## src/hw/rtl/sndva_pkg.sv

```systemverilog
package sndva_pkg;

	localparam int TIME_W   = 32;
	localparam int CNT_W    = 27;
	localparam int CH_W     = 5;
	localparam int HANDLE_W = 32;

	localparam logic [TIME_W-1:0] END_FOREVER = '1;

	typedef enum logic [1:0] {
		KIND_PLAY_SOUND = 2'd0,
		KIND_PLAY_MUSIC = 2'd1,
		KIND_STOP_SOUND = 2'd2,
		KIND_STOP_MUSIC = 2'd3
	} kind_t;

	typedef struct packed {
		logic                ok;
		logic [CH_W-1:0]     channel;
		logic [HANDLE_W-1:0] handle_out;
		logic                key_on;
		logic                key_off;
	} rsp_t;

endpackage

```

## src/hw/rtl/sndva_req_if.sv

```systemverilog
interface sndva_req_if;
	logic                          valid;
	logic                          ready;
	logic [1:0]                    kind;
	logic [sndva_pkg::TIME_W-1:0]   now;
	logic [sndva_pkg::TIME_W-1:0]   sound_length;
	logic                          looping;
	logic [sndva_pkg::HANDLE_W-1:0] handle_in;

	modport source (output valid, kind, now, sound_length, looping, handle_in, input ready);
	modport sink   (input valid, kind, now, sound_length, looping, handle_in, output ready);
endinterface

```

## src/hw/rtl/sndva_rsp_if.sv

```systemverilog
interface sndva_rsp_if;
	logic                          valid;
	logic                          ready;
	logic                          ok;
	logic [sndva_pkg::CH_W-1:0]     channel;
	logic [sndva_pkg::HANDLE_W-1:0] handle_out;
	logic                          key_on;
	logic                          key_off;

	modport source (output valid, ok, channel, handle_out, key_on, key_off, input ready);
	modport sink   (input valid, ok, channel, handle_out, key_on, key_off, output ready);
endinterface

```

## src/hw/rtl/sndva_ram.sv

```systemverilog
module sndva_ram #(
	parameter int WIDTH = 32,
	parameter int DEPTH = 24
) (
	input  logic                                    clk,
	input  logic                                    we,
	input  logic [(DEPTH > 1 ? $clog2(DEPTH) : 1)-1:0] waddr,
	input  logic [WIDTH-1:0]                        wdata,
	input  logic [(DEPTH > 1 ? $clog2(DEPTH) : 1)-1:0] raddr,
	output logic [WIDTH-1:0]                        rdata
);
	logic [WIDTH-1:0] mem [DEPTH];

	always_ff @(posedge clk) begin
		if (we) begin
			mem[waddr] <= wdata;
		end
		rdata <= mem[raddr];
	end
endmodule

```

## src/hw/rtl/sound_voice_allocator.sv

```systemverilog
// Voice allocator: hands out sound voices and stops them by generation handle.
// Request channel (req): kind, now, sound_length, looping, handle_in. One
// response per request on the rsp channel: ok, channel, handle_out, key_on,
// key_off. A request is taken only while the block is idle; one is worked on
// at a time.
// Scan: a sound play scans voices 0 .. CHANNELS-2 through the end-time and
// counter memories at one read per cycle, stopping at the first free voice;
// the response goes to a result register and then to the output register.
// Music play and the stops take one memory read each.
// The block goes idle as the output register loads and takes a new request
// the cycle after, so it never takes a new request before the last response
// is in the output register. The voice scan through the memory read port
// sets the pace of a back-to-back stream of sound plays.
// The output register holds a finished response while rsp.ready is low; the
// block takes the next request meanwhile and parks its result until the
// register frees up.
// Reset: every end time and play counter reads as zero (per-entry valid flags
// are cleared), the output register is emptied and the block is idle at once.
module sound_voice_allocator #(
	parameter int CHANNELS = 24
) (
	input  logic        clk,
	input  logic        arst_n,
	sndva_req_if.sink   req,
	sndva_rsp_if.source rsp
);
	import sndva_pkg::*;

	localparam int CW      = (CHANNELS > 1) ? $clog2(CHANNELS) : 1;
	localparam int ENTRIES = 1 << CW;
	localparam logic [CW-1:0]   MUSIC    = CW'(CHANNELS - 1);
	localparam logic [CH_W:0]   CH_LIMIT = (CH_W + 1)'(CHANNELS);

	typedef enum logic [1:0] {ST_IDLE, ST_SCAN, ST_CHECK, ST_DONE} state_t;

	state_t              state_q;
	kind_t               kind_q;
	logic [TIME_W-1:0]   now_q;
	logic [TIME_W-1:0]   start_end_q;
	logic [HANDLE_W-1:0] handle_q;
	logic [CW-1:0]       addr_q;
	logic [CW-1:0]       addr_s1;
	logic                rd_s1;
	rsp_t                res_q;
	rsp_t                out_q;
	logic                out_valid_q;
	logic [ENTRIES-1:0]  end_vld_q;
	logic [ENTRIES-1:0]  cnt_vld_q;

	logic [CW-1:0]       raddr;
	logic [CW-1:0]       waddr;
	logic                end_we;
	logic [TIME_W-1:0]   end_wdata;
	logic [TIME_W-1:0]   end_rdata;
	logic                cnt_we;
	logic [CNT_W-1:0]    cnt_wdata;
	logic [CNT_W-1:0]    cnt_rdata;

	logic [TIME_W-1:0]   end_rd;
	logic [CNT_W-1:0]    cnt_rd;
	logic [CNT_W-1:0]    cnt_next;
	logic                free;
	logic                hit;
	logic                issuing;
	logic                ch_ok;
	logic                cnt_match;
	logic [TIME_W:0]     sum;
	logic [TIME_W-1:0]   start_end;
	rsp_t                res_d;
	logic                accept;
	logic                out_free;

	sndva_ram #(.WIDTH(TIME_W), .DEPTH(CHANNELS)) u_end_ram (
		.clk   (clk),
		.we    (end_we),
		.waddr (waddr),
		.wdata (end_wdata),
		.raddr (raddr),
		.rdata (end_rdata)
	);

	sndva_ram #(.WIDTH(CNT_W), .DEPTH(CHANNELS)) u_cnt_ram (
		.clk   (clk),
		.we    (cnt_we),
		.waddr (waddr),
		.wdata (cnt_wdata),
		.raddr (raddr),
		.rdata (cnt_rdata)
	);

	assign req.ready = (state_q == ST_IDLE);
	assign accept    = req.valid && req.ready;
	assign out_free  = !out_valid_q || rsp.ready;

	// end time for a play, saturating; a looping play never ends
	assign sum       = {1'b0, req.now} + {1'b0, req.sound_length};
	assign start_end = (req.looping || sum[TIME_W]) ? END_FOREVER : sum[TIME_W-1:0];

	// never-written entries read as zero
	assign end_rd    = end_vld_q[addr_s1] ? end_rdata : '0;
	assign cnt_rd    = cnt_vld_q[addr_s1] ? cnt_rdata : '0;
	assign cnt_next  = cnt_rd + CNT_W'(1);
	assign free      = end_rd < now_q;
	assign hit       = rd_s1 && free;
	assign issuing   = addr_q < MUSIC;
	assign ch_ok     = {1'b0, handle_q[CH_W-1:0]} < CH_LIMIT;
	assign cnt_match = cnt_rd == handle_q[HANDLE_W-1:CH_W];

	always_comb begin
		raddr = addr_q;
		if (state_q == ST_IDLE) begin
			case (kind_t'(req.kind))
				KIND_STOP_SOUND: raddr = req.handle_in[CW-1:0];
				KIND_STOP_MUSIC: raddr = MUSIC;
				KIND_PLAY_MUSIC: raddr = MUSIC;
				default:         raddr = '0;
			endcase
		end
	end

	always_comb begin
		end_we    = 1'b0;
		end_wdata = '0;
		cnt_we    = 1'b0;
		cnt_wdata = cnt_next;
		waddr     = addr_s1;
		res_d     = '0;
		case (state_q)
			ST_SCAN: begin
				if (hit) begin
					end_we           = 1'b1;
					end_wdata        = start_end_q;
					cnt_we           = 1'b1;
					res_d.ok         = 1'b1;
					res_d.channel    = CH_W'(addr_s1);
					res_d.handle_out = {cnt_next, CH_W'(addr_s1)};
					res_d.key_on     = 1'b1;
				end
			end
			ST_CHECK: begin
				case (kind_q)
					KIND_PLAY_MUSIC: begin
						end_we        = 1'b1;
						end_wdata     = start_end_q;
						waddr         = MUSIC;
						res_d.ok      = 1'b1;
						res_d.channel = CH_W'(MUSIC);
						res_d.key_on  = 1'b1;
					end
					KIND_STOP_SOUND: begin
						if (ch_ok && cnt_match) begin
							end_we        = 1'b1;
							res_d.ok      = 1'b1;
							res_d.channel = CH_W'(addr_s1);
							res_d.key_off = 1'b1;
						end
					end
					KIND_STOP_MUSIC: begin
						if (end_rd != '0) begin
							end_we        = 1'b1;
							res_d.ok      = 1'b1;
							res_d.channel = CH_W'(MUSIC);
							res_d.key_off = 1'b1;
						end
					end
					default: ;
				endcase
			end
			default: ;
		endcase
	end

	always_ff @(posedge clk or negedge arst_n) begin
		if (!arst_n) begin
			end_vld_q <= '0;
			cnt_vld_q <= '0;
		end else begin
			if (end_we) begin
				end_vld_q[waddr] <= 1'b1;
			end
			if (cnt_we) begin
				cnt_vld_q[waddr] <= 1'b1;
			end
		end
	end

	always_ff @(posedge clk or negedge arst_n) begin
		if (!arst_n) begin
			state_q     <= ST_IDLE;
			kind_q      <= KIND_PLAY_SOUND;
			now_q       <= '0;
			start_end_q <= '0;
			handle_q    <= '0;
			addr_q      <= '0;
			addr_s1     <= '0;
			rd_s1       <= 1'b0;
			res_q       <= '0;
			out_q       <= '0;
			out_valid_q <= 1'b0;
		end else begin
			if (state_q == ST_DONE && out_free) begin
				out_valid_q <= 1'b1;
			end else if (rsp.ready) begin
				out_valid_q <= 1'b0;
			end
			case (state_q)
				ST_IDLE: begin
					if (accept) begin
						kind_q      <= kind_t'(req.kind);
						now_q       <= req.now;
						start_end_q <= start_end;
						handle_q    <= req.handle_in;
						addr_s1     <= raddr;
						addr_q      <= CW'(1);
						if (kind_t'(req.kind) == KIND_PLAY_SOUND) begin
							rd_s1   <= 1'b1;
							state_q <= ST_SCAN;
						end else begin
							state_q <= ST_CHECK;
						end
					end
				end
				ST_SCAN: begin
					// one read issued per cycle, its data checked in the next cycle
					rd_s1   <= issuing && !hit;
					addr_s1 <= addr_q;
					if (issuing) begin
						addr_q <= addr_q + CW'(1);
					end
					if (hit || !issuing) begin
						res_q   <= res_d;
						state_q <= ST_DONE;
					end
				end
				ST_CHECK: begin
					res_q   <= res_d;
					state_q <= ST_DONE;
				end
				ST_DONE: begin
					if (out_free) begin
						out_q   <= res_q;
						state_q <= ST_IDLE;
					end
				end
				default: state_q <= ST_IDLE;
			endcase
		end
	end

	assign rsp.valid      = out_valid_q;
	assign rsp.ok         = out_q.ok;
	assign rsp.channel    = out_q.channel;
	assign rsp.handle_out = out_q.handle_out;
	assign rsp.key_on     = out_q.key_on;
	assign rsp.key_off    = out_q.key_off;

	a_key_excl: assert property (@(posedge clk) disable iff (!arst_n)
		rsp.valid |-> !(rsp.key_on && rsp.key_off))
		else $error("key_on and key_off together");

	a_handle_grant: assert property (@(posedge clk) disable iff (!arst_n)
		(rsp.valid && rsp.handle_out != '0) |-> (rsp.ok && rsp.key_on))
		else $error("handle returned without a grant");

	a_read_in_scan: assert property (@(posedge clk) disable iff (!arst_n)
		rd_s1 |-> (state_q == ST_SCAN))
		else $error("scan read pending outside scan");

	a_write_state: assert property (@(posedge clk) disable iff (!arst_n)
		(end_we || cnt_we) |-> (state_q == ST_SCAN || state_q == ST_CHECK))
		else $error("memory write outside update states");

	a_done_to_out: assert property (@(posedge clk) disable iff (!arst_n)
		(state_q == ST_DONE && out_free) |=> (out_valid_q && state_q == ST_IDLE))
		else $error("finished result not moved to output");
endmodule

```

## src/flat_wrapper.sv

```systemverilog
// flat-port wrapper written by rule: the top's interface ports become plain ports
module sound_voice_allocator_flat import sndva_pkg::*;
#(
	parameter int CHANNELS = 24
)
  (clk, arst_n, req_valid, req_kind, req_now, req_sound_length, req_looping, req_handle_in, req_ready, rsp_valid, rsp_ok, rsp_channel, rsp_handle_out, rsp_key_on, rsp_key_off, rsp_ready);
  sndva_req_if req_i ();
  sndva_rsp_if rsp_i ();
  input  logic clk;
  input  logic arst_n;
  input wire logic [$bits(req_i.valid)-1:0] req_valid;
  input wire logic [$bits(req_i.kind)-1:0] req_kind;
  input wire logic [$bits(req_i.now)-1:0] req_now;
  input wire logic [$bits(req_i.sound_length)-1:0] req_sound_length;
  input wire logic [$bits(req_i.looping)-1:0] req_looping;
  input wire logic [$bits(req_i.handle_in)-1:0] req_handle_in;
  output wire logic [$bits(req_i.ready)-1:0] req_ready;
  output wire logic [$bits(rsp_i.valid)-1:0] rsp_valid;
  output wire logic [$bits(rsp_i.ok)-1:0] rsp_ok;
  output wire logic [$bits(rsp_i.channel)-1:0] rsp_channel;
  output wire logic [$bits(rsp_i.handle_out)-1:0] rsp_handle_out;
  output wire logic [$bits(rsp_i.key_on)-1:0] rsp_key_on;
  output wire logic [$bits(rsp_i.key_off)-1:0] rsp_key_off;
  input wire logic [$bits(rsp_i.ready)-1:0] rsp_ready;
  assign req_i.valid = req_valid;
  assign req_i.kind = req_kind;
  assign req_i.now = req_now;
  assign req_i.sound_length = req_sound_length;
  assign req_i.looping = req_looping;
  assign req_i.handle_in = req_handle_in;
  assign req_ready = req_i.ready;
  assign rsp_valid = rsp_i.valid;
  assign rsp_ok = rsp_i.ok;
  assign rsp_channel = rsp_i.channel;
  assign rsp_handle_out = rsp_i.handle_out;
  assign rsp_key_on = rsp_i.key_on;
  assign rsp_key_off = rsp_i.key_off;
  assign rsp_i.ready = rsp_ready;
  sound_voice_allocator #(.CHANNELS(CHANNELS)) u_core (.clk(clk), .arst_n(arst_n), .req(req_i), .rsp(rsp_i));
endmodule
```

## config.mk

```make
export PLATFORM = sky130hd
export DESIGN_NAME = sound_voice_allocator_flat
export DESIGN_NICKNAME = d
export VERILOG_FILES = /design/src/hw/rtl/sndva_pkg.sv /design/src/hw/rtl/sndva_req_if.sv /design/src/hw/rtl/sndva_rsp_if.sv /design/src/hw/rtl/sndva_ram.sv /design/src/hw/rtl/sound_voice_allocator.sv /design/src/flat_wrapper.sv
export SDC_FILE = /design/constraint.sdc
export NUM_CORES = 2
export LEC_CHECK = 0
export BUFFER_PORTS_ARGS = -buffer_cell sky130_fd_sc_hd__buf_2
export CORE_ASPECT_RATIO = 1.75
export CORE_UTILIZATION = 60
export CTS_CLUSTER_DIAMETER = 100
export DETAILED_ROUTE_END_ITERATION = 6
export PLACE_DENSITY_LB_ADDON = 0.1
export SYNTH_ARGS = -nofsm -noshare
export SYNTH_HDL_FRONTEND = slang
export SYNTH_SLANG_ARGS = --single-unit
```

## constraint.sdc

```tcl
create_clock -name clk -period 8.75 [get_ports clk]
set_clock_uncertainty 0.05 [all_clocks]
set_input_delay 1.75 -clock clk [delete_from_list [all_inputs] [get_ports clk]]
set_output_delay 1.75 -clock clk [all_outputs]
set_load 0.03 [all_outputs]
```

======== Word-level counts from Yosys, hierarchy flattened ========
Memory sizes are Yosys's and may differ from the RTL's. A register that Yosys moved wholly into a read port is not among the register bits.
Index checks and enable logic that the tools add are counted.
storage, ports and cells
  word-level logic and storage cells ...... 128
  output and inout port bits .............. 42
  bits in writable memories ............... 1,416
  bits in registers ....................... 256
  memories kept ........................... 2
cells by class
  bitwise operators ....................... 2
  $add $sub $neg .......................... 3
  reduce and logical (&&, ||, !) cells .... 26
  muxes and demuxes ....................... 53
  order comparisons ....................... 6
  equality and inequality tests ........... 15
memories
  name                  depth  bits a word  rd ports  clocked after Yosys merged registers in  wr ports  line             RTL
  u_core.u_end_ram.mem  24     32           1         1                                        1         sndva_ram.sv:12  logic [WIDTH-1:0] mem [DEPTH];
  u_core.u_cnt_ram.mem  24     27           1         1                                        1         sndva_ram.sv:12
operators by type and width
  cell                                                                          number
  32-bit 2-to-1 mux                                                             5
  40-bit case mux with 2 select lines                                           1
  32-bit bitwise OR                                                             2
  32-bit case mux with 2 select lines                                           1
  40-bit 2-to-1 mux                                                             1
  39-bit 2-to-1 mux                                                             1
  32-bit by 32-bit adder with 33-bit output                                     1
  32-bit less-than comparator                                                   1
  32-bit nonzero test                                                           1
  5-bit 2-to-1 mux                                                              6
  5-bit case mux with 2 select lines                                            3
  27-bit by 1-bit adder with 27-bit output, second input constant               1
  27-bit equality test                                                          1
  27-bit 2-to-1 mux                                                             1
  1-bit 2-to-1 mux                                                              18
  6-bit 2-to-1 mux                                                              3
  6-bit case mux with 3 select lines                                            1
  2-bit equality test, second input constant                                    6
  5-bit by 6-bit less-than comparator with 1-bit output, second input constant  2
  1-bit binary-select mux with 5-bit select                                     2
  5-bit less-than comparator, second input constant                             2
  3-bit AND reduction                                                           3
  2-bit 2-to-1 mux                                                              4
  2-bit case mux with 4 select lines                                            1
  other kinds (15)                                                              37

======== Depth between registers and ports, before layout ========
  depth after elaboration ................. 10
  depth in mapped cells ................... 21
  gate-level depth less buffers ........... 15

======== Hierarchy ========
A second synthesis with hierarchy kept.
unflattened totals
  cells, all modules ...................... 4,288
  area total of the unflattened synthesis .. 70,042.2 um^2
by module, submodules not included
  module                        cells each  area an instance (um^2)  times used  sequential area each (um^2)
  sndva_ram (u_core.u_end_ram)  1,543       30,282.8                 1           23,702.7
  sndva_ram (u_core.u_cnt_ram)  1,313       25,644.6                 1           19,999.2
  sound_voice_allocator         1,432       14,114.8                 1           6,331.1

======== Worst setup path after synthesis ========
Ideal clock, no wire load.
  path kind ............................... register to register
  from .................................... register u_core.addr_s1[2]
  to ...................................... memory u_core.u_end_ram.mem[15][0], enable pin
  cell stages (with the launch flop) ...... 18
  data required time ...................... 8.197 ns
  slack ................................... 0.838 ns
  buffers on the path ..................... 3
  setup time .............................. 0.503 ns
  data arrival time ....................... 7.359 ns
  cell sequence ........................... dfrtp_1 -> buf_1 -> clkbuf_1 -> mux4_2 -> mux4_2 -> mux2i_2 -> clkbuf_1 -> nor2b_1 -> ha_1 -> a21o_1 -> a21o_1 -> a21oi_1 -> o21ai_0 -> a2111oi_0 -> o211ai_1 -> nor3_2 -> nor3_2 -> nor4_1
on the way
  word-level cells in the longest chain between the ends .. 10
  elaborated cells on any way between the ends .. 20
RTL lines
  element                                                                               line                          RTL
  from (decl)                                                                           sound_voice_allocator.sv:42   logic [CW-1:0] addr_s1;
  from (signal assigned)                                                                sound_voice_allocator.sv:213  addr_s1 <= raddr;
  from (signal assigned)                                                                sound_voice_allocator.sv:226  addr_s1 <= addr_q;
  parallel branches: the longest is 10 deep, another holds 32-bit less-than comparator  -
  to (decl)                                                                             sndva_ram.sv:12
Several ways; the timed one is not identified. The select of a mux whose other input is x is not followed.

======== Worst setup path in the final report ========
  from .................................... register u_core.addr_s1[1]
  to ...................................... memory u_core.u_cnt_ram.mem[20][20] (netlist name), enable pin
on the way
  word-level cells in the longest chain between the ends .. 9
  elaborated cells on any way between the ends .. 11
RTL lines
  element                                    line                          RTL
  1-bit binary-select mux with 5-bit select  sound_voice_allocator.sv:100  assign end_rd = end_vld_q[addr_s1] ? end_rdata : '0;
  1-bit 2-to-1 mux (not written as such)     sound_voice_allocator.sv:100
  32-bit 2-to-1 mux                          sound_voice_allocator.sv:100
  32-bit less-than comparator                sound_voice_allocator.sv:103  assign free = end_rd < now_q;
  1-bit logical AND                          sound_voice_allocator.sv:104  assign hit = rd_s1 && free;
  1-bit 2-to-1 mux                           sound_voice_allocator.sv:130  if (hit) begin
  1-bit 2-to-1 mux                           sound_voice_allocator.sv:128  case (state_q)
  1-bit 2-to-1 mux                           sndva_ram.sv:15               if (we) begin
  1-bit 2-to-1 mux (not written as such)     sndva_ram.sv:16               mem[waddr] <= wdata;
  to (decl)                                  sndva_ram.sv:12
Several ways; a longest one is shown, not always the timed one. The select of a mux whose other input is x is not followed.

==> results.md <==
## Synthesis
- **fraction of synthesis flops using an asynchronous set or reset pin** 0.146
- **sequential-to-total area share from yosys stat** 0.725
- **Syn Area/Cell** 17.4 µm²
- **Syn Nets** 4,137
- **most common flop cell mapped by yosys** edfxtp_1
- **Post-synth EDFFs** 1,416
- **cell area after technology mapping** 0.0690 mm²
- **cell count after synthesis** 3,963
- **number of synthesized register bits** 1,728
- **number of synthesis warnings** 0
- **Netlist cell types** 71

## Global routing
- **all-layer global routing usage** 0.305
- **remaining global-route overflow** 0
- **number of antenna violations at the first check in global routing** 9
- **vias in the first global route** 38,500
- **maximum number of pins on one net before global-route repair** 131
- **first-pass GRT wire length** 253,000 µm

## Worst hold path
- **origin of the worst min-delay path** u_core.end_vld_q[21]
- **kind of path behind the tightest hold check** reg2reg
- **end point of the most critical hold path** u_core.end_vld_q[21]
- **instance count along the most critical hold path** 1

## Clocking
- **Clk Latency, worst-skew pair** 770 ps
- **post-CTS setup buffer count** 0
- **total of hold buffers inserted after clock tree synthesis** 0
- **TritonCTS buffer count** 148
- **post-CTS resize count** 0
- **H-Tree Level Count** 4
- **TritonCTS clock tree** done
- **clock transition at the registers of the reported paths** 60 ps
- **CTS max path bufs** 3
- **Clk Tree Root Cell** clkbuf_16
- **count of clock tree sinks** 1,728

## Drt
- **count of nets left with antenna violations after detail routing** 0
- **Routed WL per cell** 29.9 µm
- **number of design-rule violations left by the first detailed-router iteration** 3,324
- **vias per cell** 6.37
- **final WL** 173,000 µm
- **1st-pass router iterations** 7
- **# DRC** 2
- **routed via count** 36,800

## Timing
- **setup_tns** 0 ps
- **maximum clock rate** 129 MHz
- **post-route worst setup slack** 968 ps
- **minimum clock period after layout** 7780 ps
- **Final Max Slew Viols** 0
- **setup repair after global routing missed its margin** no
- **fin crit share** 0.889
- **final setup violating endpoints** 0
- **Final Hold Violating Endpoints** 0
- **worst-case hold slack** 415 ps
- **Least-Margin Pin Slew** 1050 ps
- **worst max-slew margin expressed relative to the limit** 0.297

## Pwr
- **Leak** 27.6 nW
- **power after layout** 29.0 mW
- **largest vdd supply drop** 0.379 mV
- **Cell Pwr Density** 375 mW/mm²

## Setup path
- **largest incremental delay on the critical path** 1040 ps
- **buffers plus inverters on the worst setup path** 1
- **type of the setup path with the least slack** reg2reg
- **Slowest-stage cell, CP** dfrtp_2
- **worst reg2reg startpoint** u_core.addr_s1[1]
- **list of cells traversed by the critical path** mux4_2 > mux4_2 > mux2i_4 > nor2b_1 > ha_1 > a21o_1 > a21o_1 > a21oi_1 > o21ai_0 > a2111oi_0 > o211ai_1 > nor3_4 > buf_4 > nand2_1 > nor2_4
- **biggest fanout along the worst timing path** 32
- **required time at the worst-slack endpoint** 9070 ps
- **Register-to-Register Path Depth** 15
- **worst reg2reg path endpoint** u_core.u_cnt_ram.mem[20][20]
- **arrival time at the worst endpoint** 8110 ps
- **sort of element at the start of the critical path** flip-flop
- **register-to-register setup slack** 970 ps
- **Setup crit end kind** flip-flop
- **crit-path leading delay family** simple AND/OR/NAND/NOR gates

## Layout
- **nets@finish** 4,336
- **post-synthesis to final-layout area growth** 11.8%
- **final non-filler cell total** 5,785
- **proportion of layout cells with a drive suffix above 1** 0.232
- **Fillers** 7,632

## Outcome
- **failing checks** design-rule violations
- **status** finished with violations

## Place
- **final estimated routing congestion in global placement** 0.919
- **number of I/O port buffers** 144
- **pre-CTS worst setup slack** 1020 ps
- **placed cell count** 5,506
- **HPWL after detailed placement** 110,000 µm

## Floorplanning
- **height of the chip** 451 µm
- **core box area** 0.114 mm²
- **Initial Utilization** 0.605
- **top-level I/O count** 145
- **floorplan row count** 164
- **floorplan die area** 0.116 mm²
- **horizontal die dimension** 258 µm

## Run
- **number of max-capacitance violations reported** 0

layer usage:
layer | GRT usage | share of wire | vias to the layer above
met5 | 0 | 0.000081 | -
met4 | 0.144 | 0.049 | 2
met3 | 0.0427 | 0.050 | 362
met2 | 0.555 | 0.55 | 1352
met1 | 0.351 | 0.35 | 19300
li1 | - | - | 15800
flip-flops by register name, indices dropped and copies added, names as in the netlist, 2 cells and up:
| register | flops |
|---|---|
| u_core.cnt_vld_q | 32 |
| u_core.addr_q | 5 |
| u_core.u_cnt_ram.rdata | 27 |
| u_core.end_vld_q | 32 |
| u_core.res_q | 40 |
| u_core.handle_q | 29 |
| u_core.u_cnt_ram.mem | 648 |
| u_core.kind_q | 2 |
| u_core.u_end_ram.mem | 768 |
| u_core.addr_s1 | 5 |
| u_core.now_q | 32 |
| u_core.start_end_q | 32 |
| u_core.rsp.handle_out | 32 |
| u_core.state_q | 2 |
| u_core.rsp.channel | 5 |
| u_core.u_end_ram.rdata | 32 |
worst max path at each step:
stage / slack (ps) / endpoint / start / cells after the start
after floorplan: 840 / u_core.u_end_ram.mem[15][0] / u_core.addr_s1[2] / 17
after global placement: 1100 / u_core.u_cnt_ram.mem[1][25] / u_core.addr_s1[1] / 15
after detailed placement: 1020 / u_core.u_cnt_ram.mem[20][10] / u_core.addr_s1[1] / 15
after CTS: 1010 / u_core.u_cnt_ram.mem[20][16] / u_core.addr_s1[1] / 15
after global routing: 630 / u_core.u_cnt_ram.mem[15][17] / u_core.addr_s1[1] / 15
final: 970 / u_core.u_cnt_ram.mem[20][20] / u_core.addr_s1[1] / 15
synth_stat cells (all sizes together), types with 39 or more instances:
cell,number,area share
edfxtp,1416,0.62
nand2,483,0.026
mux4,368,0.12
dfrtp,253,0.092
o21ai,133,0.0096
clkbuf,128,0.0070
nor2,128,0.0070
nand3,86,0.0062
mux2i,82,0.012
buf,74,0.0043
ha,70,0.013
inv,70,0.0038
o211ai,63,0.0068
a21oi,62,0.0045
dfxtp,59,0.017
or2,42,0.0038
nor2b,41,0.0037
mux2,39,0.0064
final cells by class:
| class | instances | area [µm²] | area share |
|---|---|---|---|
| Tap cell | 1494 | 1870 | 0.0242 |
| Clock inverter | 64 | 598 | 0.00775 |
| Clock buffer | 208 | 4310 | 0.0559 |
| Multi-Input combinational cell | 1963 | 18400 | 0.239 |
| Sequential cell | 1728 | 50000 | 0.648 |
| Timing Repair Buffer | 251 | 1660 | 0.0215 |
| Inverter | 70 | 263 | 0.00340 |
| Antenna cell | 7 | 17.5 | 0.000227 |
per-stage QoR:
step,area (µm²),utilization
6_report,77200,0.677
5_1_grt,77200,0.677
4_1_cts,77200,0.676
3_5_place_dp,72300,0.633
3_3_place_gp,72300,0.633
2_1_floorplan,69000,-
power breakdown:
part / internal [mW] / switching [mW]
Combinational: 3.96 / 6.54
Clock: 3.75 / 2.90
Sequential: 11.1 / 0.748
Total: 18.8 / 10.2
logic make-up (layout without fill, tap and decap cells):
group | count (synthesis) | count (layout) | synth area share
and+or+nand+nor | 904 | 904 | 0.0586
other | 0 | 7 | 0
adders and majority gates | 71 | 71 | 0.0130
DFF | 1728 | 1728 | 0.725
muxes | 489 | 489 | 0.138
buffers and inverters | 272 | 593 | 0.0151
xor gates and xnor gates | 60 | 60 | 0.00761
AOI/OAI and AO/OA | 439 | 439 | 0.0427
placed cells by master, fill, tap and decap left out, types with 11 or more instances in the layout:
cell type / Yosys / final
edfxtp_1: 1416 / 1416
nand2_1: 483 / 482
mux4_2: 368 / 368
dfrtp_1: 253 / 252
clkbuf_16: 0 / 160
buf_2: 2 / 143
o21ai_0: 132 / 132
buf_4: 3 / 97
nand3_1: 86 / 86
nor2_1: 128 / 84
mux2i_1: 81 / 81
ha_1: 70 / 70
inv_1: 69 / 69
o211ai_1: 63 / 63
dfxtp_1: 59 / 59
a21oi_1: 62 / 57
nor2_4: 0 / 43
or2_2: 42 / 42
nor2b_1: 41 / 41
mux2_2: 39 / 39
and2_1: 37 / 35
clkbuf_1: 128 / 35
a22o_1: 32 / 32
xor2_1: 29 / 29
xnor2_1: 31 / 29
o22a_1: 29 / 29
o21bai_1: 24 / 24
clkinv_2: 0 / 22
a21o_1: 19 / 18
nand4_1: 16 / 16
clkinv_1: 0 / 16
nor4_1: 15 / 13
clkbuf_8: 0 / 13
o21a_1: 11 / 11
Note: power is estimated with default switching activity, not from simulation.
